[src/sv/ptw_pkg.sv]
// ----------------------------------------------------------------------------
// ptw_pkg: shared types and constants of the periodic timer wheel
// Operation and status codes, register indexes and the per-slot record
// that moves along the ring of timer cells.
// ----------------------------------------------------------------------------
`default_nettype none

package ptw_pkg;

  // Field widths
  localparam int IV_W     = 22;
  localparam int STEP_W   = 10;
  localparam int MIN_W    = 6;
  localparam int OP_W     = 2;
  localparam int ID_OUT_W = 4;
  localparam int ST_W     = 2;
  localparam int CFG_IDX_W = 2;

  // Constants of the time base
  localparam int MS_PER_SEC    = 1000;
  localparam int MS_PER_MINUTE = 60000;

  // Default table size
  localparam int MAX_TIMERS_DEF = 16;

  // Operation codes
  localparam logic [OP_W-1:0] OP_TICK = 2'd0;
  localparam logic [OP_W-1:0] OP_ADD  = 2'd1;
  localparam logic [OP_W-1:0] OP_DEL  = 2'd2;

  // Status codes
  localparam logic [ST_W-1:0] ST_OK           = 2'd0;
  localparam logic [ST_W-1:0] ST_BAD_INTERVAL = 2'd1;
  localparam logic [ST_W-1:0] ST_FULL         = 2'd2;
  localparam logic [ST_W-1:0] ST_NOT_FOUND    = 2'd3;

  // Register indexes
  localparam logic [CFG_IDX_W-1:0] REG_STEP    = 2'd0;
  localparam logic [CFG_IDX_W-1:0] REG_MINUTES = 2'd1;

  // One timer slot
  typedef struct packed {
    logic            valid;
    logic [IV_W-1:0] period;
    logic [IV_W-1:0] remaining;
  } slot_t;

  // Control of one cell
  typedef struct packed {
    logic shift;
    logic load;
    logic clear;
  } cell_ctl_t;

  // True when the step length is a nonzero divisor of one second
  function automatic logic step_divides_second(logic [STEP_W-1:0] s);
    case (s) inside
      10'd1, 10'd2, 10'd4, 10'd5, 10'd8, 10'd10, 10'd20, 10'd25, 10'd40,
      10'd50, 10'd100, 10'd125, 10'd200, 10'd250, 10'd500, 10'd1000:
        return 1'b1;
      default:
        return 1'b0;
    endcase
  endfunction

endpackage

`default_nettype wire

[src/sv/ptw_cell.sv]
// ----------------------------------------------------------------------------
// ptw_cell: one timer slot of the ring
// Holds valid, period and remaining time; takes its neighbor's slot on a
// shift, loads a new timer on an add and frees itself on a delete.
// ----------------------------------------------------------------------------
`default_nettype none

module ptw_cell (
  input  logic                      clk,
  input  logic                      rst,
  input  ptw_pkg::cell_ctl_t        ctl,
  input  ptw_pkg::slot_t            nbr,
  input  logic [ptw_pkg::IV_W-1:0]  load_iv,
  output ptw_pkg::slot_t            slot
);
  import ptw_pkg::*;

  logic            valid;
  logic [IV_W-1:0] period;
  logic [IV_W-1:0] remaining;

  // Track occupancy
  always_ff @(posedge clk) begin
    if (rst) begin
      valid <= 1'b0;
    end else if (ctl.shift) begin
      valid <= nbr.valid;
    end else if (ctl.load) begin
      valid <= 1'b1;
    end else if (ctl.clear) begin
      valid <= 1'b0;
    end
  end

  // Move or load the timer payload
  always_ff @(posedge clk) begin
    if (ctl.shift) begin
      period    <= nbr.period;
      remaining <= nbr.remaining;
    end else if (ctl.load) begin
      period    <= load_iv;
      remaining <= load_iv;
    end
  end

  assign slot.valid     = valid;
  assign slot.period    = period;
  assign slot.remaining = remaining;

endmodule

`default_nettype wire

[src/sv/ptw_rem.sv]
// ----------------------------------------------------------------------------
// ptw_rem: bit-serial remainder unit
// Restoring division of the interval by the step, one dividend bit per
// cycle; pulses done with the remainder once the last bit is shifted in.
// ----------------------------------------------------------------------------
`default_nettype none

module ptw_rem (
  input  logic                        clk,
  input  logic                        rst,
  input  logic                        start,
  input  logic [ptw_pkg::IV_W-1:0]    dividend,
  input  logic [ptw_pkg::STEP_W-1:0]  divisor,
  output logic                        done,
  output logic [ptw_pkg::STEP_W-1:0]  rem
);
  import ptw_pkg::*;

  localparam int CNT_W = $clog2(IV_W + 1);

  logic             busy;
  logic [CNT_W-1:0] count;
  logic [IV_W-1:0]  shreg;
  logic [STEP_W-1:0] dvs;
  logic [STEP_W:0]  trial;
  logic [STEP_W:0]  diff;
  logic             take;

  // Shift in the next dividend bit and try the subtraction
  always_comb begin
    trial = {rem, shreg[IV_W-1]};
    diff  = trial - {1'b0, dvs};
    take  = (trial >= {1'b0, dvs});
  end

  // Sequence the iterations
  always_ff @(posedge clk) begin
    if (rst) begin
      busy  <= 1'b0;
      done  <= 1'b0;
      count <= '0;
    end else begin
      done <= 1'b0;
      if (start) begin
        busy  <= 1'b1;
        count <= '0;
      end else if (busy) begin
        if (count == CNT_W'(IV_W - 1)) begin
          busy <= 1'b0;
          done <= 1'b1;
        end
        count <= count + 1'b1;
      end
    end
  end

  // Advance the partial remainder
  always_ff @(posedge clk) begin
    if (start) begin
      shreg <= dividend;
      dvs   <= divisor;
      rem   <= '0;
    end else if (busy) begin
      shreg <= {shreg[IV_W-2:0], 1'b0};
      rem   <= take ? diff[STEP_W-1:0] : trial[STEP_W-1:0];
    end
  end

endmodule

`default_nettype wire

[src/sv/periodic_timer_wheel_core.sv]
// ----------------------------------------------------------------------------
// periodic_timer_wheel_core: periodic timer engine over a ring of slots
// Up to MAX_TIMERS periodic timers, advanced one step per tick item.
//
// Input channel (in_valid/in_stall) carries operation, interval_ms and
// target_id; output channel (out_valid/out_stall) carries status, result_id,
// fired and last. Each item yields results ending with one marked last.
// The block takes one item at a time. A tick rotates the ring of cells once,
// one slot per cycle while the output is not stalled, emitting one result
// per fired timer and a closing last result. An add runs the bit-serial
// remainder check, then answers. A delete or an unused code writes its
// result into the output register in the cycle it is taken. The output
// register holds a result until taken; a stalled output halts the ring
// rotation in place. Registers step_ms and wheel_minutes are written through
// cfg_we/cfg_index/cfg_data; the user writes them only while idle, as the
// block has no guard. Reset frees every slot and sets both registers to one.
// ----------------------------------------------------------------------------
`default_nettype none

module periodic_timer_wheel_core #(
  parameter int MAX_TIMERS = ptw_pkg::MAX_TIMERS_DEF
) (
  input  logic                           clk,
  input  logic                           rst,
  // configuration
  input  logic                           cfg_we,
  input  logic [ptw_pkg::CFG_IDX_W-1:0]  cfg_index,
  input  logic [ptw_pkg::STEP_W-1:0]     cfg_data,
  // input items
  input  logic                           in_valid,
  output logic                           in_stall,
  input  logic [ptw_pkg::OP_W-1:0]       operation,
  input  logic [ptw_pkg::IV_W-1:0]       interval_ms,
  input  logic [ptw_pkg::ID_OUT_W-1:0]   target_id,
  // result items
  output logic                           out_valid,
  input  logic                           out_stall,
  output logic [ptw_pkg::ST_W-1:0]       status,
  output logic [ptw_pkg::ID_OUT_W-1:0]   result_id,
  output logic                           fired,
  output logic                           last
);
  import ptw_pkg::*;

  localparam int ID_W = (MAX_TIMERS > 1) ? $clog2(MAX_TIMERS) : 1;

  localparam logic [2:0] S_IDLE = 3'd0;
  localparam logic [2:0] S_TICK = 3'd1;
  localparam logic [2:0] S_TEND = 3'd2;
  localparam logic [2:0] S_DIV  = 3'd3;
  localparam logic [2:0] S_ADDF = 3'd4;

  logic [2:0]        state;
  logic [2:0]        state_next;
  logic [ID_W-1:0]   cnt;
  logic [STEP_W-1:0] step_ms;
  logic [MIN_W-1:0]  wheel_minutes;
  logic [IV_W-1:0]   add_iv;
  logic [IV_W-1:0]   limit;

  slot_t     slots [MAX_TIMERS];
  cell_ctl_t ctls  [MAX_TIMERS];
  slot_t     head_next;
  logic      head_fire;

  logic              out_free;
  logic              accept;
  logic              shift;
  logic              div_done;
  logic [STEP_W-1:0] div_rem;
  logic              add_ok;
  logic              free_any;
  logic [ID_W-1:0]   free_idx;
  logic              del_hit;
  logic [ID_W-1:0]   del_idx;
  logic [ID_W+ID_OUT_W-1:0] del_wide;
  logic [ID_W+ID_OUT_W-1:0] cnt_wide;
  logic [ID_W+ID_OUT_W-1:0] free_wide;
  logic              do_load;
  logic              do_clear;

  logic              emit;
  logic [ST_W-1:0]   emit_status;
  logic [ID_OUT_W-1:0] emit_id;
  logic              emit_fired;
  logic              emit_last;

  // Configuration registers
  always_ff @(posedge clk) begin
    if (rst) begin
      step_ms       <= STEP_W'(1);
      wheel_minutes <= MIN_W'(1);
    end else if (cfg_we) begin
      unique case (cfg_index)
        REG_STEP:    step_ms       <= cfg_data;
        REG_MINUTES: wheel_minutes <= cfg_data[MIN_W-1:0];
        default:     ;
      endcase
    end
  end

  assign out_free = !out_valid || !out_stall;
  assign in_stall = !((state == S_IDLE) && out_free);
  assign accept   = in_valid && !in_stall;
  assign shift    = (state == S_TICK) && out_free;

  // Process the slot leaving the head of the ring
  always_comb begin
    head_next = slots[0];
    head_fire = slots[0].valid && (slots[0].remaining <= IV_W'(step_ms));
    if (head_fire) begin
      head_next.remaining = slots[0].period;
    end else if (slots[0].valid) begin
      head_next.remaining = slots[0].remaining - IV_W'(step_ms);
    end
  end

  // Find the lowest free slot
  always_comb begin
    free_any = 1'b0;
    free_idx = '0;
    for (int k = MAX_TIMERS - 1; k >= 0; k--) begin
      if (!slots[k].valid) begin
        free_any = 1'b1;
        free_idx = ID_W'(k);
      end
    end
  end

  // Decode the delete target
  always_comb begin
    del_wide = {{ID_W{1'b0}}, target_id};
    del_idx  = del_wide[ID_W-1:0];
    del_hit  = (32'(target_id) < 32'(MAX_TIMERS)) && slots[del_idx].valid;
  end

  // Validate the add interval
  always_comb begin
    add_ok = step_divides_second(step_ms) && (add_iv >= IV_W'(step_ms)) &&
             (div_rem == '0) && (add_iv < limit);
  end

  assign do_load  = (state == S_ADDF) && out_free && add_ok && free_any;
  assign do_clear = accept && (operation == OP_DEL) && del_hit;

  // Ring of cells
  for (genvar k = 0; k < MAX_TIMERS; k++) begin : g_cell
    slot_t nbr;
    if (k == MAX_TIMERS - 1) begin : g_tail
      assign nbr = head_next;
    end else begin : g_mid
      assign nbr = slots[k+1];
    end
    assign ctls[k].shift = shift;
    assign ctls[k].load  = do_load && (free_idx == ID_W'(k));
    assign ctls[k].clear = do_clear && (del_idx == ID_W'(k));
    ptw_cell u_cell (
      .clk     (clk),
      .rst     (rst),
      .ctl     (ctls[k]),
      .nbr     (nbr),
      .load_iv (add_iv),
      .slot    (slots[k])
    );
  end

  // Remainder check of the interval against the step
  ptw_rem u_rem (
    .clk      (clk),
    .rst      (rst),
    .start    (accept && (operation == OP_ADD)),
    .dividend (interval_ms),
    .divisor  (step_ms),
    .done     (div_done),
    .rem      (div_rem)
  );

  // Hold the add operands
  always_ff @(posedge clk) begin
    if (accept) begin
      add_iv <= interval_ms;
      limit  <= IV_W'(MS_PER_MINUTE) * IV_W'(wheel_minutes);
    end
  end

  assign cnt_wide  = {{ID_OUT_W{1'b0}}, cnt};
  assign free_wide = {{ID_OUT_W{1'b0}}, free_idx};

  // Sequencer and result selection
  always_comb begin
    state_next  = state;
    emit        = 1'b0;
    emit_status = ST_OK;
    emit_id     = '0;
    emit_fired  = 1'b0;
    emit_last   = 1'b1;
    unique case (state)
      S_IDLE: begin
        if (accept) begin
          unique case (operation)
            OP_TICK: state_next = S_TICK;
            OP_ADD:  state_next = S_DIV;
            OP_DEL: begin
              emit        = 1'b1;
              emit_status = del_hit ? ST_OK : ST_NOT_FOUND;
            end
            default: emit = 1'b1;
          endcase
        end
      end
      S_TICK: begin
        if (shift) begin
          emit       = head_fire;
          emit_id    = cnt_wide[ID_OUT_W-1:0];
          emit_fired = 1'b1;
          emit_last  = 1'b0;
          if (cnt == ID_W'(MAX_TIMERS - 1)) begin
            state_next = S_TEND;
          end
        end
      end
      S_TEND: begin
        if (out_free) begin
          emit       = 1'b1;
          state_next = S_IDLE;
        end
      end
      S_DIV: begin
        if (div_done) begin
          state_next = S_ADDF;
        end
      end
      S_ADDF: begin
        if (out_free) begin
          emit       = 1'b1;
          state_next = S_IDLE;
          if (!add_ok) begin
            emit_status = ST_BAD_INTERVAL;
          end else if (!free_any) begin
            emit_status = ST_FULL;
          end else begin
            emit_id = free_wide[ID_OUT_W-1:0];
          end
        end
      end
      default: state_next = S_IDLE;
    endcase
  end

  // State and slot counter
  always_ff @(posedge clk) begin
    if (rst) begin
      state <= S_IDLE;
      cnt   <= '0;
    end else begin
      state <= state_next;
      if (accept) begin
        cnt <= '0;
      end else if (shift) begin
        cnt <= cnt + 1'b1;
      end
    end
  end

  // Output register
  always_ff @(posedge clk) begin
    if (rst) begin
      out_valid <= 1'b0;
    end else if (out_free) begin
      out_valid <= emit;
    end
  end

  always_ff @(posedge clk) begin
    if (out_free && emit) begin
      status    <= emit_status;
      result_id <= emit_id;
      fired     <= emit_fired;
      last      <= emit_last;
    end
  end

  // Checks
  a_busy_stalls: assert property (@(posedge clk) disable iff (rst)
    (state != S_IDLE) |-> in_stall)
    else $error("input taken while an item is in progress");

  a_cnt_range: assert property (@(posedge clk) disable iff (rst)
    (state == S_TICK) |-> (32'(cnt) < 32'(MAX_TIMERS)))
    else $error("ring counter beyond table");

  a_done_in_div: assert property (@(posedge clk) disable iff (rst)
    div_done |-> (state == S_DIV))
    else $error("remainder result outside add check");

  a_fire_ok: assert property (@(posedge clk) disable iff (rst)
    (out_valid && fired) |-> ((status == ST_OK) && !last))
    else $error("expiry result malformed");

  a_load_once: assert property (@(posedge clk) disable iff (rst)
    do_load |=> (state == S_IDLE))
    else $error("add did not finish after slot load");

endmodule

`default_nettype wire
[config.mk]
export PLATFORM = sky130hd
export DESIGN_NAME = periodic_timer_wheel_core
export DESIGN_NICKNAME = d
export VERILOG_FILES = /design/src/sv/ptw_pkg.sv /design/src/sv/ptw_cell.sv /design/src/sv/ptw_rem.sv /design/src/sv/periodic_timer_wheel_core.sv
export SDC_FILE = /design/constraint.sdc
export NUM_CORES = 1
export LEC_CHECK = 0
export BUFFER_PORTS_ARGS = -buffer_cell sky130_fd_sc_hd__buf_4
export CAP_MARGIN = 20
export CORE_UTILIZATION = 40
export CTS_CLUSTER_SIZE = 30
export DETAILED_ROUTE_END_ITERATION = 12
export SLEW_MARGIN = 20
export SYNTH_ARGS = -nofsm -noshare
export SYNTH_HDL_FRONTEND = slang
export SYNTH_HIERARCHICAL = 1
export SYNTH_SLANG_ARGS = --single-unit
[constraint.sdc]
create_clock -name clk -period 5.4 [get_ports clk]
set_input_delay 0.54 -clock clk [delete_from_list [all_inputs] [get_ports clk]]
set_output_delay 0.54 -clock clk [all_outputs]
set_load 0.01 [all_outputs]
Word level (Yosys, flattened, before mapping)
Cells that the tools add are included.
{"block": "word_totals", "ff_bits": 840}
{"block": "classes", "addsub": 4, "n_mul": 1, "bitwise_logic": 2, "n_mux": 167, "n_eq_ne": 61, "order_cmp": 5, "n_reduce_logical": 98}
{"operator": "$mux W22", "count": 52}
{"operator": "$bmux W45 S4", "count": 1}
{"operator": "$mux W45", "count": 2}
{"operator": "$mux W4", "count": 20}
{"operator": "$mux W1", "count": 75}
{"operator": "$eq A4 B4 Y1 const B", "count": 17}
{"operator": "$reduce_bool A3 Y1", "count": 16}
{"operator": "$logic_and A1 B1 Y1", "count": 46}
{"operator": "$reduce_bool A2 Y1", "count": 17}
{"operator": "$eq A4 B3 Y1 const B", "count": 8}
{"operator": "$ge A22 B10 Y1", "count": 1}
{"operator": "$le A22 B10 Y1", "count": 1}
{"operator": "$lt A22 B22 Y1", "count": 1}
{"operator": "$sub A22 B10 Y22", "count": 1}
{"operator": "$eq A10 B3 Y1 const B", "count": 2}
{"operator": "$eq A10 B4 Y1 const B", "count": 2}
{"operator": "$eq A10 B5 Y1 const B", "count": 2}
{"operator": "$eq A10 B6 Y1 const B", "count": 2}
{"operator": "$eq A10 B7 Y1 const B", "count": 2}
{"operator": "$eq A10 B8 Y1 const B", "count": 2}
{"operator": "$mul A11 B6 Y17 const A", "count": 1}
{"operator": "$eq A4 B2 Y1 const B", "count": 4}
{"operator": "$reduce_or A16 Y1", "count": 1}
{"operator": "$mux W3", "count": 5}
{"operator": "other kinds (38)", "count": 57}

Depth between registers and ports, before layout
Gate-level depths: netlist of the first run.
{"block": "logic_depth", "ltp_word": 20, "mapped_depth": 12}

By module
The synthesis of the first run kept the hierarchy.
{"mod": "ptw_cell", "seq_area_each_um2": 1341.3, "cells_each": 168, "area_each_um2": 1884.3, "instances": 16}
{"mod": "periodic_timer_wheel_core", "seq_area_each_um2": 1891.8, "cells_each": 729, "area_each_um2": 6458.7, "instances": 1}
{"mod": "ptw_rem", "seq_area_each_um2": 1301.2, "cells_each": 213, "area_each_um2": 2429.8, "instances": 1}

Least setup slack after synthesis of the first run
Ideal clock, no wire load.
{"block": "synth_path", "path_type": "register to register", "from": "reg state[0]", "to": "reg g_cell[0].u_cell.period[0] (enable)", "path_slack_ns": 0.721, "t_arrival_ns": 4.280, "period_less_slack_ns": 4.679, "path_buffers": 1, "stages_incl_launch_ff": 7, "path_cell_list": "dfxtp_1 > buf_2 > nor2b_1 > nand2_1 > nor2_1 > nor2_1 > inv_1"}
{"item": "start, declared", "line": "periodic_timer_wheel_core.sv:53", "source": "logic [2:0] state;"}
{"item": "start signal, assigned", "line": "periodic_timer_wheel_core.sv:256", "source": "state <= state_next;"}
{"item": "end signal, assigned", "line": "ptw_cell.sv:38", "source": "period <= nbr.period;"}
{"item": "end signal, assigned", "line": "ptw_cell.sv:41", "source": "period <= load_iv;"}
{"item": "end, declared", "line": "ptw_cell.sv:19", "source": "logic [IV_W-1:0] period;"}

==> results.cfg, run 1 <==
[clocking]
cts_made_buffers = 89
post_cts_resized = 0
root_buffer = clkbuf_16
hold_buffers = 0
cts_tree = built
cts.sinks = 840
cts_htree_levels = 3
clkTransAtPathRegs_ns = 0.06
clock_latency_ns = 0.65
cts.path.max_buffers = 3
postCtsSetupRepairBufs = 0

[timing]
finalMaxSlewViolations = 0
final.setup.tns_ns = 0
setup_viol = 0
rsz0062_at_grt = no
fmax_mhz = 253
hold_violations = 0
tightest_slew_ns = 0.966
layout_min_cycle_time_ns = 3.96
worst_clock_skew_ns = 0.0293
relSlewSlack = 0.355
fin_crit_sh = 0.733

[die]
die_h_um = 314
fp.coreArea_sq_mm = 0.0967
pin_count = 55
die_area_sq_mm = 0.0988
die_x_um = 314
start_util = 0.404
rows = 114

[logic_synthesis]
yosysTopAreaCell = edfxtp_1
syn_nets = 3776
ys_seq_area_frac = 0.632
synthAdderAreaFrac = 0.0351
yosysMostFrequentCell = nand2_1
synthMuxAreaShare = 0.0130
ys_top_cells_by_area = edfxtp_1, nand2_1, nand2b_1
synthXorXnorAreaFrac = 0.00718
synthCells = 3630
synth_top_family_by_area = simple AND/OR/NAND/NOR gates
syn_area_per_cell_sq_um = 10.8
ys_warn_count = 6
synth_edf_count = 783
synthArstFlopShare = 0
synth.top_cells.by_count = nand2_1, edfxtp_1, nand2b_1
ys_ff_latch = 840
yosys.area_share.simple = 0.240
yosysTopAreaCellShare = 0.602
syn_area_sq_mm = 0.0390
yosys_most_used_dff = edfxtp_1
ys_types = 81
synth_compound_area_frac = 0.0393

[final_layout]
multiInputGateArea_sq_mm = 0.0131
fillerInstances = 8985
seq_area_sq_mm = 0.0247
nNetsFinal = 3814
layout-drive-gt1-share = 0.0781
final_util = 0.450
area_delta_synth_final_pct = 11.5
diodes = 0
final_cells = 5016
fin_area_sq_mm = 0.0435

[hold_path]
hp-class = input port to flop

[power_and_ir_drop]
p_per_area_mw_per_mm2 = 379
seq_power_share = 0.501
p_int_mw = 12.1
vdd.ir_drop.worst_uv = 291
power.leakage_nw = 16.7
p_comb_frac = 0.146
clkPwrFrac = 0.352
power_switching_share = 0.269
net-switching-power_mw = 4.44

[drt]
first_pass_iters = 6
wire_per_inst_um = 17.8
viasPerCell = 5.03
ant_nets = 0
via_count = 25200
drcViolationCount = 0
drtIter0Drc = 2048
drt_wl_total_um = 89300

[global_routing]
grt_pass1_wl_um = 139000
track_usage = 0.182
grt_max_degree = 155
antenna_found_initial = 2
grt-ovfl-total = 0
grt_pass1_vias = 24800

[critical_path]
path_max_fanout = 44
crit_type = flop to flop
endpoint_kind = flop
required_ns = 5.68
cp-start-kind = flop
arrival_ns = 4.23

[flow_run]
maxCapViolCount = 0

[status]
status = completed

[place]
dp_hpwl_um = 59500
place_congestion = 0.877
place_area_sq_mm = 0.0407
port_buffers = 54
dp.cells = 4851
==> worst paths after layout <==
| path | start | to | slack, ns | cells after the start |
|---|---|---|---|---|
| worst min-delay path | interval_ms[3] | add_iv[3] | 0.08 | 1 |
| worst max register to register | add_iv[0] | g_cell[6].u_cell/remaining[2] | 1.44 | 12 |
| worst min register to register | g_cell[8].u_cell/period[3] | g_cell[7].u_cell/period[3] | 0.51 | 2 |
| worst max-delay path | add_iv[0] | g_cell[6].u_cell/remaining[2] | 1.44 | 12 |
==> sequential cells by signal (all words and copies together), names as in the netlist, 2 cells and up <==
signal,cells
add_iv,22
cnt,4
g_cell.u_cell/period,352
g_cell.u_cell/remaining,352
g_cell.u_cell/valid,16
limit,17
result_id,4
state,3
status,2
step_ms,10
u_rem/count,5
u_rem/dvs,10
u_rem/rem,10
u_rem/shreg,22
wheel_minutes,6
==> power by group through the flow <==
| stage | registers (mW) | clock network [mW] | logic, mW |
|---|---|---|---|
| 6_report | 8.27 | 5.82 | 2.41 |
| 3_3_place_gp | 8.41 | 0 | 2.38 |
| 3_5_place_dp | 8.41 | 0 | 2.42 |
| 4_1_cts | 8.28 | 5.96 | 2.43 |
| 5_1_grt | 8.33 | 6.20 | 2.74 |
| 2_1_floorplan | 8.31 | 0 | 1.74 |
==> cell usage in the layout (no fill, tap or decap), types with 9 or more instances in the layout <==
master | synthesis | final
a211oi_1 | 14 | 14
buf_12 | 0 | 17
dfxtp_1 | 57 | 57
a31oi_1 | 12 | 12
nor3_1 | 32 | 31
nor4_1 | 22 | 22
xnor2_1 | 17 | 17
ha_1 | 87 | 87
fa_1 | 14 | 14
clkinv_1 | 1 | 18
a221oi_1 | 17 | 17
a21oi_1 | 60 | 60
xor2_1 | 15 | 15
edfxtp_1 | 783 | 783
o21a_1 | 10 | 10
mux2_2 | 21 | 21
mux2i_1 | 9 | 9
nand2_1 | 1466 | 1466
inv_2 | 0 | 15
nor2_1 | 111 | 110
clkbuf_1 | 32 | 28
clkinv_2 | 0 | 12
or3_1 | 11 | 11
inv_1 | 111 | 95
buf_4 | 64 | 86
clkbuf_16 | 0 | 89
nor2b_1 | 18 | 18
o21ai_0 | 30 | 30
nand2b_1 | 380 | 380
nand4_1 | 20 | 20
nand3_1 | 18 | 18
==> layer usage <==
metal,GRT usage,part of all wire,vias to the layer above
li1,-,-,12400
met1,0.242,0.43,12200
met2,0.305,0.49,557
met3,0.0306,0.054,148
met4,0.0571,0.028,0
met5,0,0,-
==> kinds of logic after synthesis <==
kind of cell / after synthesis
multiplexers: 42
buffers and inverters: 270
adder cells (fa/ha/maj): 101
XOR/XNOR: 32
flip-flops: 840
AND/OR/NAND/NOR: 2124
AO/OA/AOI/OAI: 221
==> cell type report <==
class,instances,area share
repair buffers,105,0.0233
inverters,112,0.00966
clock inverters,44,0.00925
well taps,1276,0.0367
flip-flops and latches,840,0.566
clock buffers,119,0.0542
multi-input cells,2520,0.301
==> worst max-delay path, stage by stage, from the launching register on <==
cell and delay (ns):
edfxtp_1 0.32, buf_4 0.27, inv_1 0.08, ha_1 0.28, nor2b_1 0.04, o21ai_0 0.32
nand4_1 0.18, a21oi_1 0.42, nand2_1 0.50, nor4_1 0.43, nor2_1 0.11, inv_2 0.05
buf_4 0.49
==> through the flow <==
stage / setup WS (ns) / hold WS (ns) / total power [mW]
global placement: 1.58 / 0.483 / 10.8
detailed placement: 1.50 / 0.491 / 10.8
floorplan: 0.721 / 0.403 / 10.0
CTS: 1.49 / 0.0380 / 16.7
finish: 1.44 / 0.0755 / 16.5
global route: 1.09 / 0.0409 / 17.3
(Power assumes the default switching activity.)
==> run 2, diff against run 1 <==
- ABC_AREA: unset -> 1
- clock period: 5.4 -> 3.3 ns (I/O delays scaled with it)
==> results.cfg, run 2 <==
[status]
status = completed

[logic_synthesis]
synthArstFlopShare = 0
syn_area_sq_mm = 0.0402
syn_nets = 4063
ys_top_cells_by_area = edfxtp_1, nand2_1, nand2_4
ys_warn_count = 6
synth.top_cells.by_count = nand2_1, edfxtp_1, inv_1
yosysTopAreaCellShare = 0.585
synthCells = 3917
synth_edf_count = 783
yosys_most_used_dff = edfxtp_1
yosysMostFrequentCell = nand2_1
ys_types = 54
syn_area_per_cell_sq_um = 10.3
ys_ff_latch = 840
yosysTopAreaCell = edfxtp_1
ys_seq_area_frac = 0.613

[critical_path]
cp_top_family = adder cells
worst_path_largest_cell_delay_ns = 0.52
ff2ff_setup_slack_ns = 0.01
endpoint_kind = flop
r2r_start = wheel_minutes[0]
required_ns = 3.72
reg2reg_depth = 14
r2r_end = limit[20]
crit_chain = fa_1 -> fa_1 -> inv_1 -> fa_1 -> inv_2 -> ha_4 -> nand2_4 -> o21ai_2 -> a21oi_2 -> o21ai_1 -> a21oi_1 -> nor2_1 -> nor2_1 -> xor2_1
critical-path-slowest-cell = fa_1
path_buf_inv = 2
path_max_fanout = 3
crit_top_cell = fa_1
arrival_ns = 3.70
cp-start-kind = flop
crit_type = flop to flop

[final_layout]
layout-drive-gt1-share = 0.128
multiInputGateArea_sq_mm = 0.0136
reg.largest.list = g_cell.u_cell/period x352, g_cell.u_cell/remaining x352
final_common_cell = nand2_1
fin_area_sq_mm = 0.0453
final_util = 0.457
nNetsFinal = 4187
fillerInstances = 9095
final_cell_mix = nand2_1, edfxtp_1, inv_1
area_delta_synth_final_pct = 12.7
diodes = 0
seq_area_sq_mm = 0.0247

[drt]
drt_wl_total_um = 102000
first_pass_iters = 5
via_count = 27000
drcViolationCount = 0
drtIter0Drc = 2645
wire_per_inst_um = 18.8
ant_nets = 0
viasPerCell = 4.99

[global_routing]
grt-ovfl-total = 0
grt_pass1_wl_um = 155000
grt_max_degree = 93
grt_pass1_vias = 25800
antenna_found_initial = 0
track_usage = 0.201

[place]
port_buffers = 54
place_area_sq_mm = 0.0419
place_congestion = 0.930
dp_hpwl_um = 70000

[die]
die_area_sq_mm = 0.102
die_x_um = 319
die_h_um = 319
start_util = 0.406
fp.coreArea_sq_mm = 0.0990
pin_count = 55
rows = 115

[clocking]
cts_tree = built
root_buffer = clkbuf_16
clkTransAtPathRegs_ns = 0.06
cts.path.max_buffers = 3
clock_latency_ns = 0.67
cts_htree_levels = 3
cts.sinks = 840
cts_made_buffers = 91

[power_and_ir_drop]
power_switching_share = 0.326
p_int_mw = 22.6
clkPwrFrac = 0.302
p_comb_frac = 0.249
seq_power_share = 0.449
p_per_area_mw_per_mm2 = 739
vdd.ir_drop.worst_uv = 372
power.leakage_nw = 18.1
net-switching-power_mw = 10.9
p_total_mw = 33.5

[timing]
rsz0062_at_grt = yes
tightest_slew_ns = 0.809
fmax_mhz = 304
fin_crit_sh = 0.997
final.setup.tns_ns = 0
setup_viol = 0
hold_violations = 0
worst_clock_skew_ns = 0.0289
relSlewSlack = 0.461
layout_min_cycle_time_ns = 3.29
finalMaxSlewViolations = 0

[hold_path]
holdPathStages = 3
hp-class = input port to flop
holdPathEnd = step_ms[8]
hp-start = cfg_data[8]

[flow_run]
maxCapViolCount = 0
[run 2: cell count changes in the layout (fill, tap and decap cells not counted), sizes merged, moves of 18 or more]
| cell | change |
|---|---|
| inv | +109 |
| nand3 | +44 |
| nand2b | -380 |
| nand2 | +618 |
| dlygate4sd3 | +31 |
| buf | +40 |
| nor2 | +74 |
| nor2b | -18 |
| nor4 | -19 |
| mux2 | -29 |
[run 2: area by class of cell]
type	count	area share
clock inverter	53	0.0128
clock buffer	114	0.0524
inverter	220	0.0209
timing repair buffer	176	0.0344
sequential	840	0.544
multi-input combinational	2712	0.299
tap	1287	0.0356
[run 2: logic make-up (layout without fill, tap and decap cells)]
| kind of cell | count (synthesis) | count (layout) | share of synthesized area |
|---|---|---|---|
| buf+inv | 365 | 563 | 0.0582 |
| flops | 840 | 840 | 0.613 |
| fa+ha+maj | 101 | 101 | 0.0341 |
| compound gates | 168 | 168 | 0.0248 |
| xor+xnor | 31 | 31 | 0.00676 |
| simple gates | 2412 | 2412 | 0.263 |
[run 2: worst max-delay path by stage]
stage / start / end / slack [ns] / cells after the start
2_1_floorplan: add_iv[8] / g_cell[5].u_cell/period[0] / -0.04 / 16
3_3_place_gp: wheel_minutes[0] / limit[20] / -0.06 / 14
3_5_place_dp: wheel_minutes[0] / limit[20] / -0.07 / 14
4_1_cts: wheel_minutes[2] / limit[20] / 0.0004 / 14
5_1_grt: wheel_minutes[0] / limit[20] / -0.12 / 14
6_report: wheel_minutes[0] / limit[20] / 0.01 / 14
[run 2: metrics by stage]
stage	setup WS [ns]	hold slack [ns]	cells
after global routing	-0.124	0.0110	5402
after floorplan	-0.0371	0.399	3917
after global placement	-0.0645	0.471	5201
after detailed placement	-0.0699	0.479	5201
after CTS	0.000404	0.00118	5401
final	0.0105	0.0273	5402
[run 2: timing repair]
item                                    4_1_cts  5_1_grt
endpoints found under the hold margin        51        0
endpoints found under the setup margin        2      102
setup buffers                                 2        1
gates resized for setup                      10       14
hold buffers                                 31        0
pin swaps                                    12        9
[run 2: routing by layer]
layer / part of all wire / track usage
met2: 0.45 / 0.309
met4: 0.018 / 0.0470
met5: 0 / 0
met1: 0.44 / 0.276
met3: 0.096 / 0.0636
[run 2: worst reg2reg max path, cell delays in order (launching register included)]
cell and delay, ns:
dfxtp_2 0.33, fa_1 0.52, fa_1 0.51, inv_1 0.05, fa_1 0.49, inv_2 0.05, ha_4 0.29, nand2_4 0.07
o21ai_2 0.16, a21oi_2 0.06, o21ai_1 0.16, a21oi_1 0.09, nor2_1 0.08, nor2_1 0.06, xor2_1 0.16
[run 2: power groups by stage]
stage                     logic [mW]  clock network [mW]  registers, mW
after floorplan                 5.73                   0           15.2
after global placement          8.08                   0           15.2
after detailed placement        8.18                   0           15.2
after CTS                       8.29                10.3           15.0
after global routing            9.27                10.7           15.2
final                           8.33                10.1           15.0
